`src/hw/rtl/radial_mesh_derivative_top_defines.svh`:
```
// Assertion macros shared by the RTL. Define ASSERT_OFF to compile them out.
// Both macros expect clk and arst_n in the scope of use.
`ifndef RADIAL_MESH_DERIVATIVE_TOP_DEFINES_SVH
`define RADIAL_MESH_DERIVATIVE_TOP_DEFINES_SVH

`ifndef ASSERT_OFF

// Property checked on every clock while out of reset
`define RMD_ASSERT(label, prop) \
	label: assert property (@(posedge clk) disable iff (!arst_n) (prop)) \
		else $error("assertion failed");

// Condition followed in the next cycle by a consequence
`define RMD_ASSERT_NEXT(label, cond, conseq) \
	label: assert property (@(posedge clk) disable iff (!arst_n) (cond) |=> (conseq)) \
		else $error("assertion failed");

`else

`define RMD_ASSERT(label, prop)
`define RMD_ASSERT_NEXT(label, cond, conseq)

`endif

`endif

```
`src/hw/rtl/rmd_pkg.sv`:
```
`default_nettype none

package rmd_pkg;

	// Fixed field widths
	localparam int LOG_FRAC_BITS = 28;
	localparam int RADIUS_WIDTH  = 32;
	localparam int MESH_WIDTH    = 32;
	localparam int STEP_WIDTH    = 32;
	localparam int PROD_WIDTH    = MESH_WIDTH + RADIUS_WIDTH;
	// divisor carries a stencil weight of at most 12
	localparam int DEN_WIDTH     = PROD_WIDTH + 4;
	// numerator growth: weights sum to at most 18 in magnitude
	localparam int NUM_GUARD     = 5;

	// Points seen in the current run
	localparam int COUNT_WIDTH = 3;
	typedef logic [COUNT_WIDTH-1:0] count_t;
	localparam count_t COUNT_STEP   = 3'd2;
	localparam count_t COUNT_PRIMED = 3'd3;
	localparam count_t COUNT_FULL   = 3'd4;

	typedef enum logic [3:0] {
		ST_IDLE,
		ST_EVAL,
		ST_NUM,
		ST_DEN,
		ST_DIV_GO,
		ST_DIV_WAIT,
		ST_PUT,
		ST_TRAIL,
		ST_TRAIL_LAST,
		ST_ERR
	} ctrl_state_t;

	// Which stencil the current pass evaluates
	typedef enum logic [1:0] {
		JOB_POINT0,
		JOB_POINT1,
		JOB_INTERIOR
	} job_t;

	// What goes into the output register
	typedef enum logic [2:0] {
		PUT_NONE,
		PUT_QUOT,
		PUT_ZERO,
		PUT_ZERO_LAST,
		PUT_ERROR
	} put_t;

	typedef enum logic [1:0] {
		DIV_IDLE,
		DIV_PREP,
		DIV_ITER,
		DIV_FIN
	} div_state_t;

	// Sequencer to datapath
	typedef struct packed {
		logic in_ready;
		logic shift_win;
		logic set_step;
		logic count_inc;
		logic count_clr;
		logic count_full;
		logic load_num;
		logic load_den;
		logic div_start;
		put_t put;
		job_t job;
	} ctrl_t;

	// Datapath to sequencer
	typedef struct packed {
		logic   in_valid;
		logic   item_last;
		logic   out_free;
		logic   div_done;
		count_t count;
	} stat_t;

endpackage

`default_nettype wire

```
`src/hw/rtl/rmd_ctrl.sv`:
```
`default_nettype none

// Sequencer: one stencil result per numerator, divisor, divider pass.
module rmd_ctrl (
	input  wire logic            clk,
	input  wire logic            arst_n,
	input  wire rmd_pkg::stat_t  stat,
	output rmd_pkg::ctrl_t       ctrl
);
	import rmd_pkg::*;

	ctrl_state_t state_q, state_d;
	job_t        job_q, job_d;
	logic        primed;

	assign primed = (stat.count >= COUNT_PRIMED);

	// Next state and stencil selection
	always_comb begin
		state_d = state_q;
		job_d   = job_q;
		case (state_q)
			ST_IDLE: if (stat.in_valid) state_d = ST_EVAL;
			ST_EVAL: begin
				if (!primed) begin
					state_d = stat.item_last ? ST_ERR : ST_IDLE;
				end else begin
					state_d = ST_NUM;
					job_d   = (stat.count == COUNT_PRIMED) ? JOB_POINT0 : JOB_INTERIOR;
				end
			end
			ST_NUM:      state_d = ST_DEN;
			ST_DEN:      state_d = ST_DIV_GO;
			ST_DIV_GO:   state_d = ST_DIV_WAIT;
			ST_DIV_WAIT: if (stat.div_done) state_d = ST_PUT;
			ST_PUT: begin
				if (stat.out_free) begin
					if (job_q == JOB_POINT0) begin
						state_d = ST_NUM;
						job_d   = JOB_POINT1;
					end else begin
						state_d = stat.item_last ? ST_TRAIL : ST_IDLE;
					end
				end
			end
			ST_TRAIL:      if (stat.out_free) state_d = ST_TRAIL_LAST;
			ST_TRAIL_LAST: if (stat.out_free) state_d = ST_IDLE;
			ST_ERR:        if (stat.out_free) state_d = ST_IDLE;
			default:       state_d = ST_IDLE;
		endcase
	end

	// Datapath strobes
	always_comb begin
		ctrl     = '0;
		ctrl.job = job_q;
		case (state_q)
			ST_IDLE: ctrl.in_ready = 1'b1;
			ST_EVAL: begin
				if (!primed && !stat.item_last) begin
					ctrl.shift_win = 1'b1;
					ctrl.count_inc = 1'b1;
					ctrl.set_step  = (stat.count == COUNT_STEP);
				end
			end
			ST_NUM:    ctrl.load_num  = 1'b1;
			ST_DEN:    ctrl.load_den  = 1'b1;
			ST_DIV_GO: ctrl.div_start = 1'b1;
			ST_PUT: begin
				if (stat.out_free) begin
					ctrl.put = PUT_QUOT;
					if (job_q != JOB_POINT0) begin
						ctrl.shift_win  = 1'b1;
						ctrl.count_full = !stat.item_last;
					end
				end
			end
			ST_TRAIL: if (stat.out_free) ctrl.put = PUT_ZERO;
			ST_TRAIL_LAST: begin
				if (stat.out_free) begin
					ctrl.put       = PUT_ZERO_LAST;
					ctrl.count_clr = 1'b1;
				end
			end
			ST_ERR: begin
				if (stat.out_free) begin
					ctrl.put       = PUT_ERROR;
					ctrl.count_clr = 1'b1;
				end
			end
			default: ;
		endcase
	end

	always_ff @(posedge clk or negedge arst_n) begin
		if (!arst_n) begin
			state_q <= ST_IDLE;
			job_q   <= JOB_INTERIOR;
		end else begin
			state_q <= state_d;
			job_q   <= job_d;
		end
	end

endmodule

`default_nettype wire

```
`config.mk`:
```
export PLATFORM = sky130hd
export DESIGN_NAME = rmd_ctrl
export DESIGN_NICKNAME = d
export VERILOG_FILES = /design/src/hw/rtl/radial_mesh_derivative_top_defines.svh /design/src/hw/rtl/rmd_pkg.sv /design/src/hw/rtl/rmd_ctrl.sv
export SDC_FILE = /design/constraint.sdc
export NUM_CORES = 1
export LEC_CHECK = 0
export ABC_AREA = 0
export BUFFER_PORTS_ARGS = -buffer_cell sky130_fd_sc_hd__buf_2
export CAP_MARGIN = 40
export CELL_PAD_IN_SITES_DETAIL_PLACEMENT = 1
export CELL_PAD_IN_SITES_GLOBAL_PLACEMENT = 1
export CORE_MARGIN = 4
export CORE_UTILIZATION = 32
export CTS_CLUSTER_DIAMETER = 120
export DETAILED_ROUTE_END_ITERATION = 10
export PLACE_DENSITY_LB_ADDON = 0.2
export SYNTH_ARGS = -nofsm -noshare
export SYNTH_HDL_FRONTEND = slang
export SYNTH_SLANG_ARGS = --single-unit
export TNS_END_PERCENT = 100
```
`constraint.sdc`:
```
create_clock -name clk -period 2.05 [get_ports clk]
set_input_delay 0.3075 -clock clk [delete_from_list [all_inputs] [get_ports clk]]
set_output_delay 0.3075 -clock clk [all_outputs]
set_load 0.03 [all_outputs]
```
==> results of run 1 <==
registers in the layout, indices dropped and copies added (netlist names):
name,cells
state_q,4
job_q,2
through the flow:
| step | hold WS, ps | cell area (sq um) |
|---|---|---|
| global placement | 131 | 703 |
| detailed placement | 133 | 703 |
| floorplan | 11.9 | 567 |
| finish | 323 | 767 |
| CTS | 316 | 754 |
| global route | 327 | 767 |
logic make-up after synthesis:
group	share of synthesized area
and+or+nand+nor	0.358
AOI/OAI and AO/OA	0.283
buffers and inverters	0.0927
DFF	0.267
layout by cell type, fill, tap and decap left out, types with 2 or more instances in the layout:
master / count
buf_2: 21
a21oi_1: 7
nor2_1: 6
nand2_1: 6
buf_4: 5
dfrtp_2: 4
and3_1: 3
nor3_1: 3
inv_1: 3
clkbuf_4: 3
inv_2: 2
and2_1: 2
or3_1: 2
a211oi_1: 2
nand3_1: 2
o21ai_0: 2
routing by layer:
layer	share of wire	vias to the layer above	routed length [microns]
met2	0.49	12	896
met1	0.46	299	845
met3	0.031	2	57
li1	-	319	-
met4	0.015	0	27
met5	0	-	0
cells in the mapped netlist (3+ instances only):
| cell | count | area [sq um] |
|---|---|---|
| a21oi_1 | 7 | 35.0 |
| nand2_1 | 6 | 22.5 |
| nor2_1 | 6 | 22.5 |
| dfrtp_1 | 5 | 125 |
| inv_1 | 4 | 15.0 |
| and3_1 | 3 | 18.8 |
| buf_2 | 3 | 15.0 |
| nor3_1 | 3 | 15.0 |
worst reg2reg max path: stages, from the launching register on:
cell,delay [ps]
dfrtp_2,470
buf_4,180
or3_1,410
a211oi_2,240
nor2_1,100
a22o_1,210
path summary, 6_finish.rpt:
check                                start         end  slack, ps
worst min-delay path               stat[2]    job_q[1]        320
worst max register to register  state_q[0]  state_q[2]        320
min in group asynchronous           arst_n    job_q[0]        430
worst max-delay path            state_q[3]    ctrl[11]         70
worst min register to register  state_q[3]  state_q[1]        530
max in group asynchronous           arst_n    job_q[1]       1400
area by class of cell:
type                       count  area (sq um)
sequential                     6           156
inverter                       5          18.8
fill                         210           827
timing repair buffer          28           164
multi-input combinational     56           372
clock buffer                   4          26.3
tap                           24          30.0
power groups by stage:
stage	logic, uW	clock network, uW	registers, uW
2_1_floorplan	579	0	258
3_3_place_gp	753	0	277
3_5_place_dp	757	0	279
4_1_cts	773	125	294
5_1_grt	870	129	305
6_report	804	118	293
repair_timing:
action	in CTS	in global routing
pin swaps	0	1
hold buffers	1	0
gates resized for setup	5	3
buffers inserted	0	1
hold endpoints to repair	5	0
gates cloned	0	0
setup endpoints to repair	1	3
==> flow_metrics.py, run 1 <==
metrics = {
    "run_status": {
        "status": "complete, no violations",
    },
    "floorplan": {
        "die_area_sq_um": 2510,
        "ios": 23,
        "initial_core_util": 0.356,
        "core_sq_um": 1590,
        "die_w_microns": 50.1,
        "die_height_microns": 50.1,
        "rows": 14,
    },
    "power": {
        "combPwrFrac": 0.662,
        "pwr-share-seq": 0.241,
        "powerDensity_nw_per_um2": 1580,
        "power.switching_uw": 632,
        "peakVddDrop_uv": 625,
        "power.leakage_uw": 0.000371,
        "fin_total_pwr_uw": 1220,
        "pwr-share-clk": 0.097,
        "p_sw_frac": 0.520,
        "intPower_uw": 584,
    },
    "global_routing": {
        "met2_usage": 0.259,
        "use_met1": 0.196,
        "grt_first_pass_wirelength_microns": 3020,
        "grt_pass1_vias": 622,
        "busiest_layer": "met2",
        "grt_overflow_total": 0,
        "track_usage": 0.154,
        "grt_max_degree": 17,
        "grtUsageMet3": 0.0120,
        "antenna_found_initial": 0,
    },
    "clock_tree": {
        "cts_tree": "built",
        "cts-buffers-inserted": 3,
        "root_buffer": "clkbuf_4",
        "clk_latency_ps": 250,
        "ctsHtreeMaxLevel": 1,
        "clock_path_buffers": 2,
        "clkTransAtPathRegs_ps": 50,
        "cts_sinks": 6,
    },
    "routing": {
        "first_iter_violations": 8,
        "wl_per_cell_microns": 14.8,
        "ant_nets": 0,
        "drcViolationCount": 0,
        "viasPerCell": 5.14,
        "drt-total-wl_microns": 1830,
        "num_vias": 632,
        "dr.pass1.iters": 2,
    },
    "worst_setup_path": {
        "cp_num_cells": 5,
        "crit_family": "simple AND/OR/NAND/NOR gates",
        "cp.required_ps": 1740,
        "worstRegToRegCells": 5,
        "crit_path_end_kind": "output port",
        "max_stage_delay_ps": 440,
        "path_class": "reg -> out",
        "crit_path_cell_trace": "nor4b_4, nand2_1, or2_4, nor3b_2, buf_4",
        "arrival_ps": 1680,
        "crit_slowest_cell": "dfrtp_2",
        "critical_path_buf_inv_count": 1,
        "start_kind": "register",
        "cp_max_fo": 5,
    },
    "placement": {
        "dp_hpwl_microns": 1400,
        "io_buffers": 22,
        "detailedPlace.worstSlack_ps": 205,
        "gp_congestion": 0.847,
        "placed_cells": 117,
    },
    "synth": {
        "synth_area_per_cell_sq_um": 7.87,
        "syn_area_sq_um": 567,
        "synthCells": 72,
        "yosysWarnings": 0,
        "synth.distinct_cells": 38,
        "synth_nets": 81,
        "async_flop_share": 1.00,
        "seq_area_frac_synth": 0.267,
        "synth-edff-count": 0,
        "synthFlopType": "dfrtp_1",
        "ys_ff_latch": 6,
    },
    "timing": {
        "slew-limit-headroom": 0.660,
        "setup_viol": 0,
        "fin_worst_skew_ps": 1.91,
        "rsz0062_at_grt": "true",
        "drv_slew": 0,
        "period_needed_ps": 1980,
        "timing.final.hold_violations": 0,
        "worst_slack_ps": 66.3,
        "tns_ps": 0,
        "max_freq_mhz": 504,
        "fin_crit_sh": 0.968,
        "worstMarginPinSlew_ps": 503,
    },
    "final_layout": {
        "final_nets": 109,
        "fin_cells": 123,
        "fin_util": 0.481,
        "syn_to_final_growth_pct": 35.3,
        "layout-drive-gt1-share": 0.444,
        "antenna_cells": 0,
    },
    "worst_hold_path": {
        "min_path_cells": 2,
        "worstHoldPathType": "in -> reg",
    },
    "flow_run": {
        "cap_violations": 0,
    },
}
Note: power is estimated with default switching activity, not from simulation.
==> run 2, diff against run 1 <==
--- a/config.mk
+++ b/config.mk
@@ -15,6 +15,7 @@
 export CTS_CLUSTER_DIAMETER = 120
 export DETAILED_ROUTE_END_ITERATION = 10
 export PLACE_DENSITY_LB_ADDON = 0.2
+export RECOVER_POWER = 100
 export SYNTH_ARGS = -nofsm -noshare
 export SYNTH_HDL_FRONTEND = slang
 export SYNTH_SLANG_ARGS = --single-unit
==> run 2 against run 1 <==
Wire length decreased by 0.11%. First-iteration DRC count unchanged. Sequential cell count unchanged. Maximum frequency about the same. Clock skew about the same. Critical path depth unchanged. Via count decreased by 0.16%. Final cell count unchanged. Total power decreased by 0.18%. Worst setup slack about the same.
==> flow_metrics.py, run 2 (synthesis gave the netlist of run 1 again) <==
metrics = {
    "final_layout": {
        "final_cell_mix": "buf_2 (19), a21oi_1 (7), nor2_1 (6), nand2_1 (6), buf_4 (5)",
        "largest_reg_flops": 4,
        "fin_cells": 123,
        "antenna_cells": 0,
        "syn_to_final_growth_pct": 34.9,
        "top_regs": "state_q (4), job_q (2)",
        "layout-drive-gt1-share": 0.424,
        "top_register": "state_q",
        "final_nets": 109,
        "final_common_cell": "buf_2",
    },
    "placement": {
        "gp_congestion": 0.847,
        "io_buffers": 22,
        "detailedPlace.worstSlack_ps": 205,
        "placed_cells": 117,
        "dp_hpwl_microns": 1400,
    },
    "floorplan": {
        "rows": 14,
        "die_area_sq_um": 2510,
        "core_sq_um": 1590,
        "die_height_microns": 50.1,
        "die_w_microns": 50.1,
        "initial_core_util": 0.356,
        "ios": 23,
    },
    "clock_tree": {
        "root_buffer": "clkbuf_4",
        "clock_path_buffers": 2,
        "ctsHtreeMaxLevel": 1,
        "clk_latency_ps": 250,
        "clkTransAtPathRegs_ps": 50,
        "cts_tree": "built",
        "cts-buffers-inserted": 3,
        "cts_sinks": 6,
    },
    "worst_setup_path": {
        "cp_max_fo": 5,
        "r2r_start": "state_q[0]",
        "r2r-end": "state_q[2]",
        "path_class": "reg -> out",
        "crit_path_end_kind": "output port",
        "cp.required_ps": 1740,
        "start_kind": "register",
        "arrival_ps": 1680,
        "rrSetupSlack_ps": 320,
        "worstRegToRegCells": 5,
    },
    "timing": {
        "setup_viol": 0,
        "rsz0062_at_grt": "true",
        "worstMarginPinSlew_ps": 503,
        "fin_crit_sh": 0.968,
        "fin_worst_skew_ps": 1.91,
        "whs_ps": 322,
        "timing.final.hold_violations": 0,
        "drv_slew": 0,
        "slew-limit-headroom": 0.660,
        "worst_slack_ps": 66.6,
        "max_freq_mhz": 504,
        "tns_ps": 0,
        "period_needed_ps": 1980,
    },
    "run_status": {
        "status": "complete, no violations",
    },
    "routing": {
        "num_vias": 631,
        "drt-total-wl_microns": 1820,
        "dr.pass1.iters": 2,
        "drcViolationCount": 0,
        "ant_nets": 0,
        "viasPerCell": 5.13,
        "wl_per_cell_microns": 14.8,
        "first_iter_violations": 8,
    },
    "global_routing": {
        "grt_first_pass_wirelength_microns": 3020,
        "grt_max_degree": 17,
        "grt_overflow_total": 0,
        "antenna_found_initial": 0,
        "track_usage": 0.154,
        "grt_pass1_vias": 622,
    },
    "worst_hold_path": {
        "min_from": "stat[2]",
        "hold_end": "job_q[1]",
        "worstHoldPathType": "in -> reg",
        "min_path_cells": 2,
    },
    "power": {
        "powerDensity_nw_per_um2": 1590,
        "power.leakage_uw": 0.000364,
        "peakVddDrop_uv": 625,
        "fin_total_pwr_uw": 1210,
    },
    "flow_run": {
        "cap_violations": 0,
    },
}
-- run 2: cell types whose count changed in the layout (fill, tap and decap cells not counted), sizes merged --
cell,change
buf,-2
clkbuf,+2
-- run 2: worst max-delay path: stages, from the launching register on --
cell and delay (ps):
dfrtp_2 440, nor4b_4 320, nand2_1 80, or2_4 250
nor3b_2 160, buf_4 180
-- run 2: per-layer routing --
| layer | vias up | wire (microns) | GRT usage |
|---|---|---|---|
| li1 | 319 | - | - |
| met1 | 298 | 843 | 0.196 |
| met2 | 12 | 896 | 0.259 |
| met3 | 2 | 57 | 0.0120 |
| met4 | 0 | 27 | 0.0691 |
| met5 | - | 0 | 0 |
-- run 2: where the power goes --
group / switching (uW) / total, uW / internal [uW]
Clock: 44.2 / 118 / 73.8
Combinational: 483 / 802 / 319
Sequential: 104 / 293 / 189
Total: 632 / 1210 / 582
-- run 2: worst max-delay path by stage --
stage / startpoint / slack, ps / end
floorplan: state_q[1] / 20 / ctrl[13]
global placement: state_q[0] / 250 / ctrl[11]
detailed placement: stat[0] / 210 / ctrl[11]
CTS: state_q[2] / 20 / ctrl[11]
global route: state_q[3] / -10 / ctrl[11]
finish: state_q[3] / 70 / ctrl[11]
-- run 2: through the flow --
stage	utilization	instance area, sq um
6_report	0.480	764
5_1_grt	0.480	764
4_1_cts	0.473	754
3_5_place_dp	0.441	703
3_3_place_gp	0.441	703
2_1_floorplan	-	567
-- run 2: cell type report --
type,count,area [sq um]
timing repair buffer,28,161
clock buffer,4,26.3
tap,24,30.0
fill,211,830
multi-input combinational,56,372
inverter,5,18.8
sequential,6,156
-- run 2: timing repair --
item                                    CTS  global route
endpoints found under the setup margin    1             3
resized for setup                         5             3
buffers inserted                          0             1
pin swaps                                 0             1
hold buffers                              1             0
hold endpoints to repair                  5             0
