--- src/hw/rtl/radial_mesh_derivative_top_defines.svh ---
// Assertion macros shared by the RTL. Define ASSERT_OFF to compile them out.
// Both macros expect clk and arst_n in the scope of use.
`ifndef RADIAL_MESH_DERIVATIVE_TOP_DEFINES_SVH
`define RADIAL_MESH_DERIVATIVE_TOP_DEFINES_SVH

`ifndef ASSERT_OFF

// Property checked on every clock while out of reset
`define RMD_ASSERT(label, prop) \
	label: assert property (@(posedge clk) disable iff (!arst_n) (prop)) \
		else $error("assertion failed");

// Condition followed in the next cycle by a consequence
`define RMD_ASSERT_NEXT(label, cond, conseq) \
	label: assert property (@(posedge clk) disable iff (!arst_n) (cond) |=> (conseq)) \
		else $error("assertion failed");

`else

`define RMD_ASSERT(label, prop)
`define RMD_ASSERT_NEXT(label, cond, conseq)

`endif

`endif

--- src/hw/rtl/rmd_pkg.sv ---
`default_nettype none

package rmd_pkg;

	// Fixed field widths
	localparam int LOG_FRAC_BITS = 28;
	localparam int RADIUS_WIDTH  = 32;
	localparam int MESH_WIDTH    = 32;
	localparam int STEP_WIDTH    = 32;
	localparam int PROD_WIDTH    = MESH_WIDTH + RADIUS_WIDTH;
	// divisor carries a stencil weight of at most 12
	localparam int DEN_WIDTH     = PROD_WIDTH + 4;
	// numerator growth: weights sum to at most 18 in magnitude
	localparam int NUM_GUARD     = 5;

	// Points seen in the current run
	localparam int COUNT_WIDTH = 3;
	typedef logic [COUNT_WIDTH-1:0] count_t;
	localparam count_t COUNT_STEP   = 3'd2;
	localparam count_t COUNT_PRIMED = 3'd3;
	localparam count_t COUNT_FULL   = 3'd4;

	typedef enum logic [3:0] {
		ST_IDLE,
		ST_EVAL,
		ST_NUM,
		ST_DEN,
		ST_DIV_GO,
		ST_DIV_WAIT,
		ST_PUT,
		ST_TRAIL,
		ST_TRAIL_LAST,
		ST_ERR
	} ctrl_state_t;

	// Which stencil the current pass evaluates
	typedef enum logic [1:0] {
		JOB_POINT0,
		JOB_POINT1,
		JOB_INTERIOR
	} job_t;

	// What goes into the output register
	typedef enum logic [2:0] {
		PUT_NONE,
		PUT_QUOT,
		PUT_ZERO,
		PUT_ZERO_LAST,
		PUT_ERROR
	} put_t;

	typedef enum logic [1:0] {
		DIV_IDLE,
		DIV_PREP,
		DIV_ITER,
		DIV_FIN
	} div_state_t;

	// Sequencer to datapath
	typedef struct packed {
		logic in_ready;
		logic shift_win;
		logic set_step;
		logic count_inc;
		logic count_clr;
		logic count_full;
		logic load_num;
		logic load_den;
		logic div_start;
		put_t put;
		job_t job;
	} ctrl_t;

	// Datapath to sequencer
	typedef struct packed {
		logic   in_valid;
		logic   item_last;
		logic   out_free;
		logic   div_done;
		count_t count;
	} stat_t;

endpackage

`default_nettype wire

--- src/hw/rtl/rmd_divider.sv ---
`default_nettype none

// Shared restoring divider: trunc(|num| * 2^shift / den), signed and saturated.
// One quotient bit per cycle after a setup step that screens overflow.
module rmd_divider #(
	parameter int VALUE_WIDTH   = 32,
	parameter int FRACTION_BITS = 16
) (
	input  wire logic                                             clk,
	input  wire logic                                             arst_n,
	input  wire logic                                             start,
	input  wire logic signed [VALUE_WIDTH+rmd_pkg::NUM_GUARD-1:0] num,
	input  wire logic [rmd_pkg::DEN_WIDTH-1:0]                    den,
	input  wire logic                                             den_neg,
	input  wire logic                                             log_grid,
	output logic                                                  done,
	output logic signed [VALUE_WIDTH-1:0]                         quot,
	output logic                                                  sat
);
	import rmd_pkg::*;

	localparam int NW    = VALUE_WIDTH + NUM_GUARD;
	localparam int LOGSH = LOG_FRAC_BITS + FRACTION_BITS;
	localparam int DW    = NW + LOGSH;
	localparam int HIW   = DW - VALUE_WIDTH;
	localparam int CMPW  = (HIW > DEN_WIDTH) ? HIW : DEN_WIDTH;
	localparam int CW    = $clog2(VALUE_WIDTH);
	localparam logic [VALUE_WIDTH-1:0] HALF = {1'b1, {(VALUE_WIDTH-1){1'b0}}};

	div_state_t               state_q, state_d;
	logic [DW-1:0]            d_q;
	logic [DEN_WIDTH-1:0]     den_q;
	logic [DEN_WIDTH-1:0]     rem_q;
	logic [VALUE_WIDTH-1:0]   quo_q;
	logic [CW-1:0]            cnt_q;
	logic                     neg_q, zero_den_q, mag_zero_q, over_q;
	logic                     done_q;
	logic [VALUE_WIDTH-1:0]   res_q, res_d;
	logic                     sat_q, sat_d;

	logic [NW-1:0]            mag;
	logic [CMPW-1:0]          hi_ext;
	logic                     hi_over;
	logic [DEN_WIDTH:0]       rem_sh, rem_diff;
	logic                     ge;
	logic                     lim_over;

	// Operand preparation and one restoring step
	always_comb begin
		mag      = num[NW-1] ? $unsigned(-num) : $unsigned(num);
		hi_ext   = CMPW'(d_q[DW-1:VALUE_WIDTH]);
		hi_over  = hi_ext >= CMPW'(den_q);
		rem_sh   = {rem_q, d_q[VALUE_WIDTH-1]};
		rem_diff = rem_sh - {1'b0, den_q};
		ge       = rem_sh >= {1'b0, den_q};
	end

	// Next state
	always_comb begin
		state_d = state_q;
		case (state_q)
			DIV_IDLE: if (start) state_d = DIV_PREP;
			DIV_PREP: state_d = (hi_over || zero_den_q) ? DIV_FIN : DIV_ITER;
			DIV_ITER: if (cnt_q == '0) state_d = DIV_FIN;
			DIV_FIN:  state_d = DIV_IDLE;
			default:  state_d = DIV_IDLE;
		endcase
	end

	// Final sign and saturation
	always_comb begin
		lim_over = neg_q ? (quo_q > HALF) : (quo_q >= HALF);
		if (zero_den_q) begin
			sat_d = 1'b1;
			res_d = mag_zero_q ? '0 : (neg_q ? HALF : ~HALF);
		end else if (over_q || lim_over) begin
			sat_d = 1'b1;
			res_d = neg_q ? HALF : ~HALF;
		end else begin
			sat_d = 1'b0;
			res_d = neg_q ? (~quo_q + 1'b1) : quo_q;
		end
	end

	always_ff @(posedge clk or negedge arst_n) begin
		if (!arst_n) begin
			state_q <= DIV_IDLE;
			done_q  <= 1'b0;
		end else begin
			state_q <= state_d;
			done_q  <= (state_q == DIV_FIN);
		end
	end

	// Working registers
	always_ff @(posedge clk) begin
		case (state_q)
			DIV_IDLE: begin
				if (start) begin
					d_q        <= log_grid ? (DW'(mag) << LOGSH) : (DW'(mag) << FRACTION_BITS);
					den_q      <= den;
					neg_q      <= num[NW-1] ^ den_neg;
					mag_zero_q <= (num == '0);
					zero_den_q <= (den == '0);
				end
			end
			DIV_PREP: begin
				over_q <= hi_over;
				rem_q  <= DEN_WIDTH'(hi_ext);
				quo_q  <= '0;
				cnt_q  <= CW'(VALUE_WIDTH - 1);
			end
			DIV_ITER: begin
				rem_q <= ge ? rem_diff[DEN_WIDTH-1:0] : rem_sh[DEN_WIDTH-1:0];
				quo_q <= {quo_q[VALUE_WIDTH-2:0], ge};
				d_q   <= d_q << 1;
				cnt_q <= cnt_q - 1'b1;
			end
			DIV_FIN: begin
				res_q <= res_d;
				sat_q <= sat_d;
			end
			default: ;
		endcase
	end

	assign done = done_q;
	assign quot = $signed(res_q);
	assign sat  = sat_q;

endmodule

`default_nettype wire

--- config.mk ---
export PLATFORM = sky130hd
export DESIGN_NAME = rmd_divider
export DESIGN_NICKNAME = d
export VERILOG_FILES = /design/src/hw/rtl/radial_mesh_derivative_top_defines.svh /design/src/hw/rtl/rmd_pkg.sv /design/src/hw/rtl/rmd_divider.sv
export SDC_FILE = /design/constraint.sdc
export NUM_CORES = 1
export LEC_CHECK = 0
export BUFFER_PORTS_ARGS = -buffer_cell sky130_fd_sc_hd__buf_2
export CAP_MARGIN = 20
export CORE_ASPECT_RATIO = 1.2
export CORE_MARGIN = 3
export CORE_UTILIZATION = 45
export CTS_CLUSTER_DIAMETER = 150
export CTS_CLUSTER_SIZE = 20
export DETAILED_ROUTE_END_ITERATION = 6
export PLACE_DENSITY = 0.67
export SYNTH_ARGS = -nofsm -noshare
export SYNTH_HDL_FRONTEND = slang
export SYNTH_SLANG_ARGS = --single-unit
--- constraint.sdc ---
create_clock -name clk -period 6.11 [get_ports clk]
set_input_delay 1.5275 -clock clk [delete_from_list [all_inputs] [get_ports clk]]
set_output_delay 1.5275 -clock clk [all_outputs]
set_load 0.05 [all_outputs]
==> qor.csv, run 1 <==
metric,value,unit
final hold violations,0,
peak supply drop,0.3633,mV
1st-iter DRT viols,1126,
"Design Area, Final",0.01965,mm2
largest net degree at the start of global routing,100,
"area leader, netlist",edfxtp_1,
Die Span X,188.6,um
CTS Buf Count,17,
Clock H-tree levels,1,
post-DP HPWL,36960,um
starting density of the core,46.00,%
Crit Path Max Fanout,59,
final period utilization,74.77,%
most common cell in the netlist,edfxtp_1,
share of layout cells above drive strength 1,11.38,%
Die ar.,0.04246,mm2
Placement Cell Area,0.01918,mm2
Clock Skews,0.02038,ns
"Distinct cells, synth",73,
I/O pins,144,
Critical-path top delay cell,a2111oi_0,
grt ovf,0,
critical-path cell list,"ha_1, nand2_1, or3_1, a2111oi_0, o31ai_1, a21oi_1, a31o_2, a211oi_2, o21ai_4, buf_12, mux2_1, a21oi_1",
outcome,"finished, final reports clean",
Synth warnings,0,
number of nets in the layout,2119,
syn nets,2026,
sequential area share after synthesis,46.28,%
num rows,79,
initial antenna violation count,0,
Syn-to-layout area delta,9.109,%
Slew Limit Headroom,30.50,%
fin crit period,4.568,ns
GPL Wtd Cong,0.9748,
gr usage total,22.04,%
number of synthesized register bits,278,
RSZ-0062 raised after global routing,false,
Peak Freq,0.2189,GHz
top post-synthesis cells by count,"edfxtp_1 (275), nand2_1 (182), o21ai_0 (148), a21oi_1 (140), ha_1 (124)",
leakage,7.994,nW
Port-buffer cells,143,
RR Startpoint,rem_q[22],
cell count after synthesis,1791,
top_reg_cell synth,edfxtp_1,
Post-synth ARST share,1.079,%
Clock Latency Late Sink,0.53,ns
beginning of the worst hold path,d_q[22],
core area,0.03914,mm2
Chip Height,225.1,um
MaxCap Viol Count,0,
crit path DAT,4.93,ns
antenna cells,0,
root cell of the clock tree,clkbuf_16,
post-DR vias/cell,5.795,
Post-CTS Setup Bufs,0,
vias in the first global route,13515,
hold crit path type,reg -> reg,
crit path kind,reg -> reg,
Max Root-Sink Buffers,3,
Crit. Startpoint,rem_q[22],
per-cell routed wire length,20.00,um
CP max stage delay,0.51,ns
detailed-route DRC error count,0,
clk sinks,278,
CP Capture Type,register,
first-pass GRT wire length,74090,um
worst slew pin tran,1.039,ns
DRT antenna net count,0,
Critical Path RT,6.47,ns
share of the synthesized area in the top cell type,45.86,%
CTS resizes,0,
Post-CTS Hold Buffers,0,
CP dominant cell by count,a21oi_1,
Setup TNS Final,0,ns
# setup viols final,0,
Syn Std Cell Area,0.01801,mm2
Power Dens Cells,584.5,mW/mm2
final WL,48310,um
Area contributors post-synth,"edfxtp_1 (46%), ha_1 (8.6%), xor2_1 (4.2%), o21ai_0 (4.1%), a21oi_1 (3.9%)",
Max Slew Vio Count,0,
CTS tree,yes,
"CTS clk-pin slew, worst paths",0.09,ns
Via Count,14000,
Mean Syn Cell Area,10.05,um2
crit start category,register,
drt first pass iters,5,
number of enable flip-flop cells after synthesis,275,
## final timing paths
check	to	slack (ns)	cells past startpoint
worst max-delay path	rem_q[1]	1.54	12
worst min-delay path	d_q[23]	0.54	2
worst max register to register	rem_q[1]	1.54	12
worst min register to register	d_q[23]	0.54	2
max in group asynchronous	state_q[1]	5.20	1
min in group asynchronous	state_q[0]	0.78	1
## metal layers
layer,track usage (%),vias to the layer above,share of wire [%]
li1,-,6775,-
met5,0,-,0
met2,39.18,393,49
met3,2.225,87,4.2
met4,11.10,0,5.5
met1,26.70,6745,41
## logic make-up (layout without fill, tap and decap cells)
kind of cell / after synthesis / in the layout / synth area share, %
DFF: 278 / 278 / 46.28
xor gates and xnor gates: 129 / 129 / 6.274
and+or+nand+nor: 514 / 514 / 14.13
adders and majority gates: 125 / 125 / 8.727
AOI/OAI and AO/OA: 486 / 486 / 16.39
muxes: 71 / 71 / 4.030
buffers and inverters: 188 / 287 / 4.176
## flip-flops by register name, indices dropped and copies added (netlist names)
signal,flops
over_q,1
cnt_q,5
done,1
den_q,68
state_q,2
quot,32
zero_den_q,1
quo_q,32
sat,1
rem_q,68
d_q,65
neg_q,1
mag_zero_q,1
## power breakdown
part | total, W | switching (W) | internal (W)
Clock | 0.00117 | 0.000643 | 0.000531
Combinational | 0.00632 | 0.00395 | 0.00237
Sequential | 0.00399 | 0.000633 | 0.00336
## cell type report
type,instances,area [um2]
Fill cell,3681,19490
Multi-Input combinational cell,1325,8966
Sequential cell,278,8333
Timing Repair Buffer,155,818.3
Tap cell,526,658.1
Clock buffer,24,461.7
Inverter,107,401.6
Clock inverter,1,8.758
## critical path, delay by kind of cell, from the launching register on
family	cells	cell delay, ns
buffers and inverters	1	0.41
multiplexers	1	0.37
adder cells (fa/ha/maj)	1	0.49
flip-flops	1	0.41
AO/OA/AOI/OAI	7	2.04
AND/OR/NAND/NOR	2	0.62
## cells in the final DEF (no fill, tap or decap), drive strengths merged, types with 7 or more instances in the layout
master and instances:
nand3 19, ha 124, and3 9, o41ai 9, clkbuf 24, a221o 7, nand2b 16, nor2b 13
nand4 32, o211ai 8, o21bai 10, or4 9, edfxtp 275, nor2 109, and2 31, a21o 50
or3 20, o31ai 24, o22ai 13, inv 107, a21oi 140, buf 155, o21ai 162, xnor2 43
nand3b 8, o21a 10, a211oi 7, and4 7, nor3 22, nor4 28, a31oi 12, nand2 182
xor2 86, mux2i 59, mux2 12
## metrics by stage
step                      std cells  hold slack, ns  utilization, %  setup slack [ns]  total power, W
after global routing           2416          0.5525           50.20             1.356         0.01231
after CTS                      2416          0.5368           50.20             1.608         0.01148
final                          2416          0.5422           50.20             1.542         0.01148
after detailed placement       2391          0.5166           48.99             1.275         0.01029
after global placement         2391          0.5042           48.99             1.385         0.01018
after floorplan                1791          0.5000               -             1.614        0.008593
(Power assumes the default switching activity.)
==> run 2, diff against run 1 <==
--- a/config.mk
+++ b/config.mk
@@ -13,7 +13,7 @@
 export CTS_CLUSTER_DIAMETER = 150
 export CTS_CLUSTER_SIZE = 20
 export DETAILED_ROUTE_END_ITERATION = 6
-export PLACE_DENSITY = 0.67
+export PLACE_DENSITY = 0.65
 export SYNTH_ARGS = -nofsm -noshare
 export SYNTH_HDL_FRONTEND = slang
 export SYNTH_SLANG_ARGS = --single-unit
==> constraint.sdc (replaced) <==
create_clock -name clk -period 4.4 [get_ports clk]
set_input_delay 1.1 -clock clk [delete_from_list [all_inputs] [get_ports clk]]
set_output_delay 1.1 -clock clk [all_outputs]
set_load 0.05 [all_outputs]
==> qor.csv, run 2 (synthesized netlist as in run 1, its figures left out) <==
metric,value,unit,change
final WL,48710,um,"was 48,310 um"
initial antenna violation count,0,,unchanged
Switch Pwr,0.007329,W,was 0.005224 W
fin worst setup slack,0.3023,ns,was 1.542 ns
Post-CTS Hold Buffers,0,,unchanged
clk sinks,278,,unchanged
Crit. Startpoint,den_q[0],,was rem_q[22]
share of layout cells above drive strength 1,13.03,%,was 11.38%
Via Count,13994,,was 14.00k
"most common cell after layout, fill and taps aside",edfxtp_1,,unchanged
Clock power frac,10.0,%,was 10.2%
leakage,8.191,nW,was 7.994 nW
largest registers,"den_q: 68 flops, rem_q: 68 flops, d_q: 65 flops",,unchanged
Slew Limit Headroom,39.09,%,was 30.50%
met2 wire length,24090,um,"was 23,910 um"
worst slew pin tran,0.9137,ns,was 1.039 ns
first-pass GRT wire length,75670,um,"was 74,090 um"
Syn-to-layout area delta,10.96,%,was 9.109%
Clock Latency Late Sink,0.54,ns,was 0.53 ns
CTS Buf Count,17,,unchanged
starting density of the core,46.00,%,unchanged
crit path DAT,4.39,ns,was 4.93 ns
Post-CTS Setup Bufs,0,,unchanged
Placement Cell Area,0.01951,mm2,was 0.01918 mm2
RR Startpoint,den_q[0],,was rem_q[22]
post-DR vias/cell,5.707,,was 5.795
DRT antenna net count,0,,unchanged
dpl cells,2427,,"was 2,391"
DR top layer,met4,,unchanged
most frequent cells in the layout,"edfxtp_1 (275), nand2_1 (182), o21ai_0 (147)",,unchanged
RR Endpoint,rem_q[40],,was rem_q[1]
Die Span X,188.6,um,unchanged
MaxCap Viol Count,0,,unchanged
met3 WL,1933,um,was 2052 um
non-filler instance count after layout,2452,,"was 2,416"
final period utilization,93.13,%,was 74.77%
post-DP HPWL,37330,um,"was 36,960 um"
total power,0.01628,W,was 0.01148 W
I/O pins,144,,unchanged
final hold violations,0,,unchanged
GPL Wtd Cong,0.9251,,was 0.9748
vias in the first global route,13714,,was 13.52k
Setup TNS Final,0,ns,unchanged
Max Root-Sink Buffers,3,,unchanged
gr usage total,22.50,%,was 22.04%
Crit Path Max Fanout,36,,was 59
Peak Freq,0.2440,GHz,was 0.2189 GHz
CTS resizes,0,,unchanged
per-cell routed wire length,19.86,um,was 20.00 um
fin crit period,4.098,ns,was 4.568 ns
"Design Area, Final",0.01998,mm2,was 0.01965 mm2
hold crit path type,in -> async,,was reg -> reg
Clock H-tree levels,1,,unchanged
# setup viols final,0,,unchanged
FF-to-FF path depth,15,,was 12
number of nets in the layout,2155,,"was 2,119"
root cell of the clock tree,clkbuf_16,,unchanged
crit path kind,reg -> reg,,unchanged
CTS tree,yes,,unchanged
Port-buffer cells,143,,unchanged
Post-Place Setup Slack,-0.004979,ns,was 1.275 ns
Critical Path RT,4.69,ns,was 6.47 ns
Clock Skews,0.02334,ns,was 0.02038 ns
core area,0.03914,mm2,unchanged
RSZ-0062 raised after global routing,false,,unchanged
Sw Ratio,45.02,%,was 45.49%
antenna cells,0,,unchanged
CP Capture Type,register,,unchanged
grt ovf,0,,unchanged
Seq pwr share,34.1,%,was 34.7%
Max Slew Vio Count,0,,unchanged
CP endpoint,rem_q[40],,was rem_q[1]
Die ar.,0.04246,mm2,unchanged
Chip Height,225.1,um,unchanged
largest net degree at the start of global routing,130,,was 100
peak supply drop,0.4706,mV,was 0.3633 mV
1st-iter DRT viols,975,,"was 1,126"
Power Dens Cells,814.8,mW/mm2,was 584.5 mW/mm2
crit start category,register,,unchanged
num rows,79,,unchanged
cell internal pwr,0.008951,W,was 0.006260 W
"CTS clk-pin slew, worst paths",0.08,ns,was 0.09 ns
drt first pass iters,7,,was 5
FF-to-FF setup slack,0.30,ns,was 1.54 ns
WL met1,20360,um,"was 19,680 um"
detailed-route DRC error count,0,,unchanged
outcome,"finished, final reports clean",,unchanged
Comb pwr share,55.9,%,was 55.0%
-- run 2: cell count changes in the layout (fill, tap and decap cells not counted) --
| cell | previous run | this run |
|---|---|---|
| buf_12 | 1 | 6 |
| buf_4 | 11 | 42 |
-- run 2: power groups by stage --
stage | clock (W) | combinational, W | sequential (W)
after detailed placement | 0 | 0.00901 | 0.00560
after global placement | 0 | 0.00885 | 0.00558
after floorplan | 0 | 0.00643 | 0.00550
final | 0.00163 | 0.00910 | 0.00555
after global routing | 0.00175 | 0.0101 | 0.00566
after CTS | 0.00167 | 0.00905 | 0.00555
-- run 2: worst min-delay path by stage --
stage | start | end | slack, ns | cells past startpoint
4_1_cts | arst_n | done | 0.33 | 1
6_report | arst_n | done | 0.35 | 1
3_3_place_gp | d_q[18] | d_q[19] | 0.51 | 2
2_1_floorplan | d_q[16] | d_q[17] | 0.50 | 2
3_5_place_dp | d_q[27] | d_q[28] | 0.52 | 2
5_1_grt | arst_n | done | 0.33 | 1
-- run 2: final cells by class --
type	instances	area [um2]
Tap cell	526	658.1
Fill cell	3660	19160
Clock buffer	24	461.7
Sequential cell	278	8333
Multi-Input combinational cell	1325	8966
Timing Repair Buffer	191	1151
Clock inverter	1	8.758
Inverter	107	401.6
-- run 2: through the flow --
stage,utilization [%],hold WS (ns)
after floorplan,-,0.5000
after global placement,49.84,0.5069
after detailed placement,49.84,0.5190
after CTS,51.05,0.3287
after global routing,51.05,0.3331
final,51.05,0.3482
-- run 2: worst max-delay path, cell delays in order (launching register included) --
cell	delay [ns]
edfxtp_1	0.53
ha_1	0.28
nor2b_1	0.20
o31a_1	0.17
o21ai_0	0.10
buf_4	0.16
a2111oi_0	0.59
o31ai_1	0.14
buf_4	0.17
a21oi_1	0.23
a31o_2	0.23
a211oi_2	0.10
o21ai_4	0.27
buf_12	0.29
nor2_1	0.09
a221o_1	0.27
-- run 2: metal layers --
layer,global-route usage (%),up-vias
li1,-,6850
met1,28.12,6709
met2,39.73,350
met3,2.147,85
met4,9.998,0
met5,0,-
